### src/rtl/bsip_queue.sv
// Small register queue used between the pipeline parts and at the result side.
module bsip_queue #(
   parameter int WIDTH = 8,
   parameter int DEPTH = 2
) (
   input  logic             clock,
   input  logic             reset,
   input  logic             push,
   input  logic [WIDTH-1:0] wdata,
   output logic             full,
   input  logic             pop,
   output logic [WIDTH-1:0] rdata,
   output logic             empty
);
   localparam int PW = (DEPTH > 1) ? $clog2(DEPTH) : 1;
   localparam int CNTW = $clog2(DEPTH + 1);

   logic [WIDTH-1:0] slot_ff [DEPTH];
   logic [PW-1:0]    wr_ptr_ff, wr_ptr_in, rd_ptr_ff, rd_ptr_in;
   logic [CNTW-1:0]  count_ff, count_in;
   logic             do_push, do_pop;

   assign full    = (count_ff == CNTW'(DEPTH));
   assign empty   = (count_ff == '0);
   assign do_push = push && !full;
   assign do_pop  = pop && !empty;
   assign rdata   = slot_ff[rd_ptr_ff];

   always_comb begin
      wr_ptr_in = wr_ptr_ff;
      rd_ptr_in = rd_ptr_ff;
      count_in  = count_ff;
      if (do_push) begin
         wr_ptr_in = (wr_ptr_ff == PW'(DEPTH - 1)) ? '0 : wr_ptr_ff + PW'(1);
      end
      if (do_pop) begin
         rd_ptr_in = (rd_ptr_ff == PW'(DEPTH - 1)) ? '0 : rd_ptr_ff + PW'(1);
      end
      if (do_push && !do_pop) begin
         count_in = count_ff + CNTW'(1);
      end else if (do_pop && !do_push) begin
         count_in = count_ff - CNTW'(1);
      end
   end

   always_ff @(posedge clock) begin
      if (reset) begin
         wr_ptr_ff <= '0;
         rd_ptr_ff <= '0;
         count_ff  <= '0;
      end else begin
         wr_ptr_ff <= wr_ptr_in;
         rd_ptr_ff <= rd_ptr_in;
         count_ff  <= count_in;
      end
   end

   always_ff @(posedge clock) begin
      if (do_push) begin
         slot_ff[wr_ptr_ff] <= wdata;
      end
   end

endmodule

### config.mk
export PLATFORM = sky130hd
export DESIGN_NAME = bsip_queue
export DESIGN_NICKNAME = d
export VERILOG_FILES = /design/src/rtl/bsip_queue.sv
export SDC_FILE = /design/constraint.sdc
export NUM_CORES = 1
export LEC_CHECK = 0
export BUFFER_PORTS_ARGS = -buffer_cell sky130_fd_sc_hd__clkbuf_2
export CAP_MARGIN = 5
export CORE_ASPECT_RATIO = 1.1
export CORE_MARGIN = 8
export CORE_UTILIZATION = 25
export DETAILED_ROUTE_END_ITERATION = 8
export SYNTH_ARGS = -nofsm -noshare
export SYNTH_HDL_FRONTEND = slang
export SYNTH_SLANG_ARGS = --single-unit
### constraint.sdc
create_clock -name clock -period 3.4 [get_ports clock]
set_clock_uncertainty 0.1 [all_clocks]
set_input_delay 0.68 -clock clock [delete_from_list [all_inputs] [get_ports clock]]
set_output_delay 0.68 -clock clock [all_outputs]
set_load 0.05 [all_outputs]
After elaboration in Yosys (flattened, before gate mapping). Memory sizes are Yosys's and may differ from the RTL's. A register that Yosys moved wholly into a read port is not among the register bits. Cells that the tools add are included.

Multiplexer cells: 8. Reduce and logical (&&, ||, !) cells: 10. Add/sub/neg operators: 4. Equal/unequal tests: 1.

Operator list (count): 1-bit two-way mux (6); 1-bit logical AND (4); 1-bit logical NOT (4); 2-bit two-way mux (2); 1-bit adder, second input constant (2); 2-bit by 1-bit adder with 2-bit output, second input constant (1); 2-bit equality test, second input constant (1); 2-bit logical NOT (1); 2-bit nonzero test (1); 2-bit by 1-bit subtractor with 2-bit output, second input constant (1).

Bits in registers: 4. Memories: 1. Bits in writable memories: 16. Logic and storage cells: 27. Output and inout port bits: 10. Bits of input ports: 12.

Memory list: slot_ff (words 2, bits a word 8, read ports 1, clocked after memory_dff 1, write ports 1, line 18) `logic [WIDTH-1:0] slot_ff [DEPTH];`.

Longest topological paths before layout.
Word-level depth: 7. Gate-level depth with buffers: 6. Mapped depth without buffers: 6.

Least setup slack after synthesis. Ideal clock, no wire load.

Kind: register -> register. From: reg count_ff[1]. To: reg count_ff[1]. Setup time: 0.070 ns. Stages on the path, launching flop included: 6. Required time: 3.230 ns. Setup slack: 1.457 ns. Path buffers: 0. Period minus slack after synthesis: 1.943 ns. Data arrival time: 1.773 ns. Path through: dfxtp_1 -> nor2b_2 -> nor2_1 -> ha_1 -> or3_1 -> a21oi_1.

Cells in the longest elaborated chain, start to end: 6. Elaborated cells between the ends (all ways): 15. Classes of those cells: 2 x add/sub; 1 x eq/ne; 2 x mux; 10 x reduce/logical.

RTL lines: start, declared (line 20) `logic [CNTW-1:0] count_ff, count_in;`; start signal, assigned (line 54) `count_ff <= count_in;`; 2-bit equality test * (line 23) `assign full = (count_ff == CNTW'(DEPTH));`; net full (line 10) `output logic full,`; 1-bit logical NOT * (line 25) `assign do_push = push && !full;`; 1-bit logical AND * (line 25); 1-bit logical NOT (line 41) `end else if (do_pop && !do_push) begin`; 1-bit logical AND (line 41); 2-bit nonzero test (no source line).

Mark *: on every way through the listed nets, which the timed path passes. The rest lies on a longest branch. The select of a mux whose other input is x is not followed. A chain may end at the register's enable or synchronous reset.

==> impl_metrics.ini <==
[global_route]
antenna_found_initial = 0
overflow = 0
grt_pass1_vias = 503
grt.total_usage_pct = 5.607
grt_max_degree = 13
grt_first_pass_wirelength_mm = 2.263

[sta]
finalHoldViolCount = 0
setup_violations = 0
worstMarginPinSlew_ns = 0.3960
tns_ns = 0
layout_min_cycle_time_ns = 2.234
fmax_ghz = 0.4476
holdWs_ns = 0.3981
rsz0062_at_grt = no
finalCritPeriodShare_pct = 65.71
slew_viol_final = 0
slew_headroom_pct = 73.60

[logic_synthesis]
seq_area_frac_synth_pct = 73.19
syn_area_per_cell_um2 = 15.87
synth.cell_area_um2 = 793.3
synth_nets = 63
synth_seq_cells = 21
synth.distinct_cells = 13
synth_cells = 50
yosys_warnings = 0

[critical_path]
worstReg2RegStart = count_ff[0]
crit_arrival_ns = 1.45
required_ns = 2.62
r2r-end = count_ff[1]
cp_max_fo = 8
crit_end = rdata[3]
path_delay_family = flip-flops
start_kind = flop
cp.buffers_inverters = 1
path_depth = 2
critical_path_class = flop to primary output
cp_cell_sequence = mux2_2, clkbuf_2
r2r_slack_ns = 1.73
end_kind = primary output
max_stage_delay_ns = 0.53
crit_path_top_delay_cell = dfxtp_1
r2r_cells = 4

[floorplanning]
fp.dieH_um = 75.08
ios = 22
start_util_pct = 26.03
fp-row-count = 21
die_area_um2 = 5234
coreArea_um2 = 3048
die_w_um = 69.71

[clock_network]
h-tree-depth = 1
ctsHoldBuffers = 0
cts_inserted_buffers = 3
cts.path.max_buffers = 2
insertion_delay_ns = 0.30
post_cts_buffers = 0
ctsResizeCount = 0
path_clk_slew_ns = 0.12
clockRootBuffer = clkbuf_4
tritoncts = done
cts_sinks = 21

[final_layout]
syn_to_final_growth_pct = 21.45
final_cell_mix = clkbuf_2, edfxtp_1, mux2_2
n_antenna_cell = 0
finalNetCount = 88
drive_gt1_share_pct = 45.95
final_common_cell = clkbuf_2

[drt]
antenna_left = 0
drtIter0Drc = 10
wl_mm = 1.400
vias = 451
drcViolationCount = 0
routed_via_density = 4.176
first_pass_iters = 3
wl_per_cell_um = 12.96

[worst_hold_path]
hold_class = flop to flop

[placed_design]
place_congestion = 0.6234
dp_hpwl_mm = 1.128
port_buffers = 21

[job]
cap_violations = 0

[power_and_ir_drop]
leakagePower_nw = 0.3848
power_density_nw_per_um2 = 843.4
peakVddDrop_v = 0.0004132

[run_status]
status = finished, final reports clean
[worst min-delay path by stage]
stage | to | cells after the start | startpoint
final | wr_ptr_ff | 2 | wr_ptr_ff
after global routing | wr_ptr_ff | 2 | wr_ptr_ff
after CTS | wr_ptr_ff | 2 | wr_ptr_ff
after detailed placement | wr_ptr_ff | 2 | wr_ptr_ff
after global placement | wr_ptr_ff | 2 | wr_ptr_ff
after floorplan | wr_ptr_ff | 2 | wr_ptr_ff
[where the power goes]
group	switching, mW	internal, mW	total [mW]
combinational	0.239	0.0999	0.339
sequential	0.0323	0.327	0.360
clock	0.0704	0.0438	0.114
total	0.341	0.471	0.813
[sequential cells by signal, summed over array words and instances, names as in the netlist, named ones only]
signal     count
count_ff       2
rd_ptr_ff      1
slot_ff       16
wr_ptr_ff      1
[per-layer routing]
| layer | track usage [%] | vias to the layer above | wire length (µm) | share of wire, % |
|---|---|---|---|---|
| met5 | 0 | - | 0 | 0 |
| met4 | 3.348 | 0 | 20 | 1.4 |
| met3 | 2.635 | 2 | 109 | 7.8 |
| met2 | 9.631 | 15 | 699 | 50 |
| met1 | 5.534 | 205 | 571 | 41 |
| li1 | - | 229 | - | - |
[tightest hold or removal path, cell delays in order, from the launching register on]
cell,delay (ns)
dfxtp_1,0.33
o21ai_0,0.07
a21oi_1,0.06
[cells in the mapped netlist, drive strengths merged]
library cell / n / area [µm²]
edfxtp: 16 / 480.5
mux2: 8 / 90.09
xor2: 3 / 26.28
or3: 2 / 12.51
ha: 1 / 12.51
and2: 1 / 6.260
o21ai: 3 / 15.01
nor2: 5 / 18.77
buf: 1 / 5.000
nor2b: 1 / 8.760
inv: 2 / 7.510
dfxtp: 5 / 100.1
a21oi: 2 / 10.01
[metrics by stage]
stage,setup WS [ns],cell area [µm²],power [mW],instances,utilization [%]
6_report,1.166,963.4,0.8125,108,31.61
3_5_place_dp,1.461,935.9,0.7104,104,30.71
2_1_floorplan,1.457,793.3,0.6355,50,-
5_1_grt,1.061,963.4,0.8632,108,31.61
3_3_place_gp,1.483,935.9,0.7031,104,30.71
4_1_cts,1.112,963.4,0.8312,108,31.61
[layout make-up]
| type | count | area [µm²] |
|---|---|---|
| Clock buffer | 3 | 22.52 |
| Clock inverter | 1 | 5.005 |
| Fill cell | 316 | 2085 |
| Inverter | 2 | 7.507 |
| Multi-Input combinational cell | 26 | 200.2 |
| Sequential cell | 21 | 580.6 |
| Tap cell | 34 | 42.54 |
| Timing Repair Buffer | 21 | 105.1 |
[logic make-up (layout without fill, tap and decap cells)]
group / count (synthesis) / after routing / synth area share, %
DFF: 21 / 21 / 73.19
and+or+nand+nor: 9 / 9 / 5.837
muxes: 8 / 8 / 11.36
AOI/OAI and AO/OA: 5 / 5 / 3.154
xor gates and xnor gates: 3 / 3 / 3.313
buffers and inverters: 3 / 27 / 1.577
adders and majority gates: 1 / 1 / 1.577
Power figures use the tool's default switching activity.
