## config.mk

```make
export PLATFORM = sky130hd
export DESIGN_NAME = bsip_front
export DESIGN_NICKNAME = d
export VERILOG_FILES = /design/src/rtl/bsip_pkg.sv /design/src/rtl/bsip_front.sv
export SDC_FILE = /design/constraint.sdc
export NUM_CORES = 1
export LEC_CHECK = 0
export BUFFER_PORTS_ARGS = -buffer_cell sky130_fd_sc_hd__buf_4
export CORE_MARGIN = 1.5
export CORE_UTILIZATION = 34
export CTS_CLUSTER_SIZE = 8
export DETAILED_ROUTE_END_ITERATION = 10
export PLACE_DENSITY = 0.56
export SYNTH_ARGS = -nofsm -noshare
export SYNTH_HDL_FRONTEND = slang
export SYNTH_SLANG_ARGS = --single-unit
```

## constraint.sdc

```tcl
create_clock -name clock -period 6 [get_ports clock]
set_input_delay 0.6 -clock clock [delete_from_list [all_inputs] [get_ports clock]]
set_output_delay 0.6 -clock clock [all_outputs]
set_load 0.05 [all_outputs]
```

## src/rtl/bsip_pkg.sv

```systemverilog
// Shared types and constants of the box-sum image pyramid.
package bsip_pkg;

   localparam int NUM_LANES = 7;
   localparam int LANE_IW = $clog2(NUM_LANES);
   localparam int ACC_DEPTH = 2048;
   localparam int ACC_AW = $clog2(ACC_DEPTH);
   localparam int COORD_W = 11;
   localparam int SIZE_W = 12;
   localparam int BASE_W = 10;
   localparam int PIX_W = 8;
   localparam int FIRST_W = 22;
   localparam int PLANE_W = 20;
   localparam int LEVEL_W = 3;
   localparam int CSR_IW = 2;

   typedef enum logic [CSR_IW-1:0] {
      CSR_MERGE_MODE   = 2'd0,
      CSR_IMAGE_WIDTH  = 2'd1,
      CSR_IMAGE_HEIGHT = 2'd2
   } csr_index_type;

   typedef enum logic [1:0] {
      ST_IDLE  = 2'd0,
      ST_BASE  = 2'd1,
      ST_READ  = 2'd2,
      ST_WRITE = 2'd3
   } back_state_type;

   typedef struct packed {
      logic [ACC_AW-1:0]  addr;
      logic [COORD_W-1:0] bx;
      logic [COORD_W-1:0] by;
      logic               first;
      logic               last;
   } lane_op_type;

   typedef struct packed {
      logic [BASE_W-1:0]                va;
      logic [PIX_W-1:0]                 vg;
      logic [PIX_W-1:0]                 vb;
      logic [COORD_W-1:0]               x;
      logic [COORD_W-1:0]               y;
      logic                             merge;
      logic [NUM_LANES-1:0]             act;
      lane_op_type [NUM_LANES-1:0]      lane;
   } job_type;

   typedef struct packed {
      logic [LEVEL_W-1:0] level;
      logic [COORD_W-1:0] x;
      logic [COORD_W-1:0] y;
      logic [FIRST_W-1:0] a;
      logic [PLANE_W-1:0] g;
      logic [PLANE_W-1:0] b;
      logic               last;
   } result_type;

   typedef struct packed {
      logic [FIRST_W-1:0] a;
      logic [PLANE_W-1:0] g;
      logic [PLANE_W-1:0] b;
   } acc_type;

endpackage

```

## src/rtl/bsip_front.sv

```systemverilog
// Front part: configuration, raster counters and per-level block tracking.
module bsip_front #(
   parameter int STEP = 2,
   parameter int MAX_LEVELS = 8,
   parameter int MIN_SIZE = 4,
   parameter int MAX_BLOCK_PIXELS = 4096,
   parameter int MAX_WIDTH = 2048
) (
   input  logic                               clock,
   input  logic                               reset,
   input  logic                               csr_write,
   input  logic [bsip_pkg::CSR_IW-1:0]        csr_index,
   input  logic [bsip_pkg::SIZE_W-1:0]        csr_data,
   input  logic                               req_push,
   output logic                               req_full,
   input  logic [bsip_pkg::PIX_W-1:0]         pixel_red,
   input  logic [bsip_pkg::PIX_W-1:0]         pixel_green,
   input  logic [bsip_pkg::PIX_W-1:0]         pixel_blue,
   input  logic                               job_full,
   output logic                               job_push,
   output bsip_pkg::job_type                  job
);
   import bsip_pkg::*;

   localparam int SIDE_MAX = STEP ** ((MAX_LEVELS > 1) ? (MAX_LEVELS - 1) : 1);
   localparam int CW = $clog2(SIDE_MAX);
   localparam int EXW = $clog2(ACC_DEPTH + SIDE_MAX + 1);
   localparam logic [SIZE_W-1:0] WLIM = SIZE_W'(MAX_WIDTH);
   localparam logic [SIZE_W-1:0] HLIM = SIZE_W'(ACC_DEPTH);

   logic                merge_mode_ff, merge_mode_in;
   logic [SIZE_W-1:0]   image_width_ff, image_width_in;
   logic [SIZE_W-1:0]   image_height_ff, image_height_in;
   logic [COORD_W-1:0]  col_ff, col_in, row_ff, row_in;
   logic [SIZE_W-1:0]   eff_w, eff_h, col_plus, row_plus;
   logic                accept, size_wr, row_wrap, frame_wrap;
   logic [MAX_LEVELS-1:0] lvl_ok;
   logic [NUM_LANES-1:0]  lane_act;
   lane_op_type [NUM_LANES-1:0] lane_ops;

   assign req_full = job_full;
   assign accept   = req_push && !job_full;
   assign size_wr  = csr_write && ((csr_index == CSR_IMAGE_WIDTH) ||
                                   (csr_index == CSR_IMAGE_HEIGHT));

   assign eff_w = (image_width_ff > WLIM) ? WLIM : image_width_ff;
   assign eff_h = (image_height_ff > HLIM) ? HLIM : image_height_ff;

   assign col_plus   = {1'b0, col_ff} + SIZE_W'(1);
   assign row_plus   = {1'b0, row_ff} + SIZE_W'(1);
   assign row_wrap   = (col_plus >= eff_w);
   assign frame_wrap = row_wrap && (row_plus >= eff_h);

   always_comb begin
      merge_mode_in   = merge_mode_ff;
      image_width_in  = image_width_ff;
      image_height_in = image_height_ff;
      col_in          = col_ff;
      row_in          = row_ff;
      if (csr_write && (csr_index == CSR_MERGE_MODE)) begin
         merge_mode_in = csr_data[0];
      end
      if (csr_write && (csr_index == CSR_IMAGE_WIDTH)) begin
         image_width_in = csr_data;
      end
      if (csr_write && (csr_index == CSR_IMAGE_HEIGHT)) begin
         image_height_in = csr_data;
      end
      if (size_wr) begin
         col_in = '0;
         row_in = '0;
      end else if (accept) begin
         if (row_wrap) begin
            col_in = '0;
            row_in = frame_wrap ? '0 : row_plus[COORD_W-1:0];
         end else begin
            col_in = col_plus[COORD_W-1:0];
         end
      end
   end

   always_ff @(posedge clock) begin
      if (reset) begin
         merge_mode_ff   <= 1'b0;
         image_width_ff  <= SIZE_W'(1024);
         image_height_ff <= SIZE_W'(768);
         col_ff          <= '0;
         row_ff          <= '0;
      end else begin
         merge_mode_ff   <= merge_mode_in;
         image_width_ff  <= image_width_in;
         image_height_ff <= image_height_in;
         col_ff          <= col_in;
         row_ff          <= row_in;
      end
   end

   // The level conditions only get stricter as the level rises, so each
   // level's own test already equals "this and all lower levels exist".
   for (genvar i = 0; i < MAX_LEVELS; i++) begin : g_level
      localparam int THR = (MIN_SIZE + 1) * (STEP ** i);
      localparam bit BLK_OK = ((STEP ** (2 * i)) <= MAX_BLOCK_PIXELS);
      assign lvl_ok[i] = BLK_OK && ({20'd0, eff_w} >= 32'(THR)) &&
                         ({20'd0, eff_h} >= 32'(THR));
   end

   for (genvar i = 0; i < NUM_LANES; i++) begin : g_lane
      if (i + 1 < MAX_LEVELS) begin : g_used
         localparam int SIDE = STEP ** (i + 1);
         localparam int OFF = MAX_WIDTH - MAX_WIDTH / (STEP ** i);
         localparam logic [CW-1:0]  SIDE_M1 = CW'(SIDE - 1);
         localparam logic [EXW-1:0] SIDE_X = EXW'(SIDE);

         logic [CW-1:0]      cx_ff, cx_in, cy_ff, cy_in;
         logic [COORD_W-1:0] bx_ff, bx_in, by_ff, by_in;
         logic [EXW-1:0]     ex_ff, ex_in, ey_ff, ey_in;

         always_comb begin
            cx_in = cx_ff;
            bx_in = bx_ff;
            ex_in = ex_ff;
            if (size_wr || (accept && row_wrap)) begin
               cx_in = '0;
               bx_in = '0;
               ex_in = SIDE_X;
            end else if (accept) begin
               if (cx_ff == SIDE_M1) begin
                  cx_in = '0;
                  bx_in = bx_ff + COORD_W'(1);
                  ex_in = ex_ff + SIDE_X;
               end else begin
                  cx_in = cx_ff + CW'(1);
               end
            end
         end

         always_comb begin
            cy_in = cy_ff;
            by_in = by_ff;
            ey_in = ey_ff;
            if (size_wr || (accept && frame_wrap)) begin
               cy_in = '0;
               by_in = '0;
               ey_in = SIDE_X;
            end else if (accept && row_wrap) begin
               if (cy_ff == SIDE_M1) begin
                  cy_in = '0;
                  by_in = by_ff + COORD_W'(1);
                  ey_in = ey_ff + SIDE_X;
               end else begin
                  cy_in = cy_ff + CW'(1);
               end
            end
         end

         always_ff @(posedge clock) begin
            if (reset) begin
               cx_ff <= '0;
               bx_ff <= '0;
               ex_ff <= SIDE_X;
               cy_ff <= '0;
               by_ff <= '0;
               ey_ff <= SIDE_X;
            end else begin
               cx_ff <= cx_in;
               bx_ff <= bx_in;
               ex_ff <= ex_in;
               cy_ff <= cy_in;
               by_ff <= by_in;
               ey_ff <= ey_in;
            end
         end

         // The block is whole inside the frame when its far edge stays within it.
         assign lane_act[i] = lvl_ok[i+1] && (ex_ff <= EXW'(eff_w)) &&
                              (ey_ff <= EXW'(eff_h));
         assign lane_ops[i] = '{addr:  ACC_AW'(OFF) + bx_ff,
                                bx:    bx_ff,
                                by:    by_ff,
                                first: (cx_ff == '0) && (cy_ff == '0),
                                last:  (cx_ff == SIDE_M1) && (cy_ff == SIDE_M1)};
      end else begin : g_unused
         assign lane_act[i] = 1'b0;
         assign lane_ops[i] = '0;
      end
   end

   always_comb begin
      job = '0;
      job.x     = col_ff;
      job.y     = row_ff;
      job.merge = merge_mode_ff;
      job.act   = lane_act;
      job.lane  = lane_ops;
      if (merge_mode_ff) begin
         job.va = BASE_W'(pixel_red) + BASE_W'(pixel_green) + BASE_W'(pixel_blue);
      end else begin
         job.va = BASE_W'(pixel_red);
         job.vg = pixel_green;
         job.vb = pixel_blue;
      end
   end

   assign job_push = accept && lvl_ok[0];

endmodule

```

# Word-level counts from Yosys, hierarchy flattened
# Index checks and enable logic that the tools add are counted.
totals:
  out_inout_bits: 303
  reg_bits: 443
  wordCells: 240
  input_bits: 43
op_classes:
  add_sub_neg: 50
  n_reduce_logical: 79
  n_lt_le_gt_ge: 30
  n_mux: 20
  n_eq_ne: 16
ops:
  columns: ["operator", "n"]
  rows:
  - ["$add A11 B1 Y11 const B", 14]
  - ["$le A12 B12 Y1", 12]
  - ["$add A7 B1 Y7 const B", 14]
  - ["$logic_not A7 Y1", 14]
  - ["$mux W7", 14]
  - ["$add A11 B11 Y11 const A", 6]
  - ["$logic_and A1 B1 Y1", 42]
  - ["$reduce_and A2 Y1", 15]
  - ["$add A11 B1 Y12 const B", 2]
  - ["$add A12 B2 Y12 const B", 2]
  - ["$add A12 B3 Y12 const B", 2]
  - ["$add A12 B4 Y12 const B", 2]
  - ["$add A12 B5 Y12 const B", 2]
  - ["$add A12 B6 Y12 const B", 2]
  - ["$add A12 B7 Y12 const B", 2]
  - ["$ge A12 B12 Y1", 2]
  - ["$ge A12 B3 Y1 const B", 2]
  - ["$ge A12 B4 Y1 const B", 2]
  - ["$ge A12 B5 Y1 const B", 2]
  - ["$ge A12 B6 Y1 const B", 2]
  - ["$ge A12 B7 Y1 const B", 2]
  - ["$ge A12 B8 Y1 const B", 2]
  - ["$ge A12 B9 Y1 const B", 2]
  - ["$gt A12 B12 Y1 const B", 2]
  - ["other kinds (19)", 32]

# Logic depth before layout (Yosys ltp)
depth:
  ltp_word: 7
  mapped_depth: 15
  ltp_nobuf: 14

# Worst setup path before layout
# Ideal clock, no wire load.
synth_timing:
  path_kind: "flip-flop to output port"
  startpoint: "register image_height_ff[11]"
  endpoint: "output job[250] in the netlist's numbering"
  arrival_ps: 4410
  slack_ps: 990
  required_ps: 5400
  n_path_buf: 2
  path_stages_with_launch: 11
  path_cell_list: "dfxtp_1 > clkbuf_1 > inv_1 > buf_1 > nand2_1 > ha_1 > a21oi_1 > nor2b_1 > o21ai_0 > a32oi_1 > a2111oi_0"
synth_lines:
  columns: ["item", "line_no", "text"]
  rows:
  - ["start: declaration", "bsip_front.sv:33", "logic [SIZE_W-1:0] image_height_ff, image_height_in;"]
  - ["start signal: assignment", "bsip_front.sv:92", "image_height_ff <= image_height_in;"]
  - ["end: declaration", "bsip_front.sv:21", "output bsip_pkg::job_type job"]

==> summary.md <==
| Metric | Value |
|---|---|
| Max Cap Violations | `0` |
| CTS-repair resized insts | `0` |
| Post-synthesis sequential area ratio | `0.362` |
| Die area | `~67000 µm²` |
| Tot Pwr | `slightly above 6 mW` |
| Setup TNS | `0 ns` |
| Cts-stage hold buffer count | `0` |
| # DRC | `0` |
| Tightest Pin Transition | `around 1.1 ns` |
| WL/cell | `16.5 µm` |
| Most frequent cells in the layout | `dfxtp_1, buf_4, nor2_1` |
| Vias per inst | `5.09` |
| Max VDD drop | `0.206 mV` |
| Final WL | `about 62000 µm` |
| Area Overhead vs Synth | `20.9%` |
| Final Non-Filler Cells | `between 3k and 4k` |
| Hold Path Class | `input port to flop` |
| Post-route ant nets | `0` |
| Clock Pin Slew Worst Setup and Hold Paths | `about 0.05 ns` |
| Setup crit end kind | `primary output` |
| Final setup violation count | `0` |
| Post-DP HPWL | `45600 µm` |
| IO Port Bufs | `around 340` |
| Req. time, crit path | `approximately 5.4 ns` |
| Crit path max-delay cell type | `inv_1` |
| Ys async rst share | `0` |
| Clock root buffer master | `clkbuf_16` |
| TritonCTS clock tree | `yes` |
| Final slew viol count | `0` |
| Pre-antenna DRT Iters | `7` |
| Top delay family on crit path | `simple AND/OR/NAND/NOR gates` |
| Worst Path Max Fanout | `20` |
| First-pass GRT wire length | `99000 µm` |
| Chip Width | `between 200 and 300 µm` |
| Leakage | `between 10 and 15 nW` |
| Antenna violations before repair | `0` |
| Main synth FF type | `dfxtp_1` |
| Final hold violation count | `0` |
| Most frequent CP cell | `and3_1` |
| Ant. Diodes | `0` |
| Largest net degree at the start of global routing | `72` |
| Via count | `~19k` |
| Clk buf depth | `3` |
| GPL Wtd Cong | `~0.84` |
| Io pins | `~350` |
| Synth cell types | `just over 70` |
| Postcts setup bufs | `0` |
| Critical setup path kind | `flop to primary output` |
| Crit path DAT | `around 4.2 ns` |
| Starting density of the core | `0.344` |
| Outcome | `complete, no violations` |
| Die H | `around 260 µm` |
| FF+latch count, synth | `401` |
| WP buf/inv | `2` |
| GRT Residual Overflow | `0` |
| Layout cells sized above 1 | `0.160` |
| PD cells | `229 nW/µm²` |
| Fmax | `about 210 MHz` |
| Syn. warnings | `0` |
| Dpl cells | `~3.7k` |
| Clock sink count | `roughly 400` |
| EDFF count, synth | `0` |
| GRT Overall Usage | `0.181` |
| Syn Nets | `approximately 2.9k` |
| CP startpoint kind | `flop` |
| Worst skew pair latency | `between 0.6 and 0.7 ns` |
| Drt first-iter violations | `between 1k and 1.5k` |
| Post-Syn Area per Cell | `roughly 8.5 µm²` |
| Crit path time final | `4.77 ns` |
| Total CTS buffers | `56` |
| Slowest Stage Delay on Critical Path | `between 0.5 and 0.6 ns` |
| H-Tree Level Count | `2` |
| Tcrit/Tclk final | `0.795` |
| Worst relative slew slack | `0.276` |
| Final hold slack | `about 0.24 ns` |
| Rows | `slightly above 90` |
| Core area | `around 64000 µm²` |
| Final nets | `3145` |
| Mapped Area | `~22000 µm²` |
| Vias in the first global route | `about 19k` |
| Crit-path cells | `inv_1 > nand2_1 > ha_1 > and3_1 > a22o_1 > o21a_1 > o21ai_0 > a21oi_1 > o22ai_1 > and3_1 > buf_4` |
| Most common cell after layout, fill and taps aside | `dfxtp_1` |
| RSZ-0062 raised after global routing | `no` |
| Synth Instances | `roughly 2.6k` |
| Clock skew | `0.0389 ns` |
[flip-flops by register name, summed over array words and instances, names as in the netlist, 12 cells and up]
register and cells:
image_width_ff 12, g_lane.g_used.ex_ff 51, g_lane.g_used.ey_ff 51, g_lane.g_used.cy_ff 49, image_height_ff 12, g_lane.g_used.cx_ff 49, g_lane.g_used.bx_ff 77, g_lane.g_used.by_ff 77
[metal layers]
metal,vias up,routed length [µm],global-route usage
li1,9549,-,-
met1,9067,28700,0.236
met2,388,28500,0.297
met3,104,3150,0.0351
met4,0,1700,0.0621
met5,-,0,0
[path summary, 6_finish.rpt]
path,startpoint,end,slack (ns),cells past startpoint
min,csr_data[9],image_height_ff[9]$_SDFFE_PP1P_,0.24,3
min reg2reg,g_lane[3].g_used.cx_ff[1]$_SDFFE_PP0P_,g_lane[3].g_used.cx_ff[1]$_SDFFE_PP0P_,0.48,2
max,image_height_ff[11]$_SDFFE_PP0P_,job[248],1.23,11
max reg2reg,col_ff[0]$_SDFFE_PP0P_,g_lane[2].g_used.by_ff[8]$_SDFFE_PP0P_,1.37,14
[metrics by stage]
step / cell area (µm²) / setup WS [ns] / util
finish: 26800 / 1.23 / 0.416
global route: 26800 / 0.982 / 0.416
CTS: 26800 / 1.23 / 0.416
detailed placement: 25300 / 1.40 / 0.392
global placement: 25300 / 1.52 / 0.392
floorplan: 22200 / 0.990 / -
[final cells by class]
type	count	area (µm²)
Fill cell	6423	37600
Multi-Input combinational cell	1997	13100
Sequential cell	401	8030
Timing Repair Buffer	369	2820
Clock buffer	61	1440
Tap cell	855	1070
Inverter	66	248
Clock inverter	3	90.1
[worst register-to-register path: cells and delay by family (launching register included)]
kind	cells	cell delay (ns)
buffers and inverters	1	0.41
XOR/XNOR	1	0.16
AND/OR/NAND/NOR	8	1.67
flip-flops	1	0.43
AO/OA/AOI/OAI	2	1.26
adder cells (fa/ha/maj)	2	0.59
[cells in the mapped netlist (66+ instances only)]
| master | number | share of area |
|---|---|---|
| dfxtp_1 | 401 | 0.36 |
| nand3_1 | 85 | 0.019 |
| inv_1 | 66 | 0.011 |
| a21oi_1 | 134 | 0.030 |
| ha_1 | 202 | 0.11 |
| and3_1 | 74 | 0.021 |
| nand2_1 | 243 | 0.041 |
| xnor2_1 | 94 | 0.037 |
| xor2_1 | 208 | 0.082 |
| nor2_1 | 357 | 0.060 |
| o21ai_0 | 76 | 0.017 |
| nand4_1 | 140 | 0.039 |
| nor3_1 | 81 | 0.018 |
[report_power, final]
part | leakage, nW | switching (mW) | internal, mW
clock network | 0.742 | 1.18 | 1.68
registers | 3.23 | 0.0217 | 2.68
logic | 7.10 | 0.399 | 0.193
[logic make-up (layout without fill, tap and decap cells)]
family,after synthesis,after routing,share of synthesized area
simple gates,1137,1137,0.249
flops,401,401,0.362
compound gates,312,312,0.0835
xor+xnor,302,302,0.119
buf+inv,213,499,0.0486
fa+ha+maj,211,211,0.122
mux,34,34,0.0157
other cells,1,1,0.000169
Note: power is estimated with default switching activity, not from simulation.
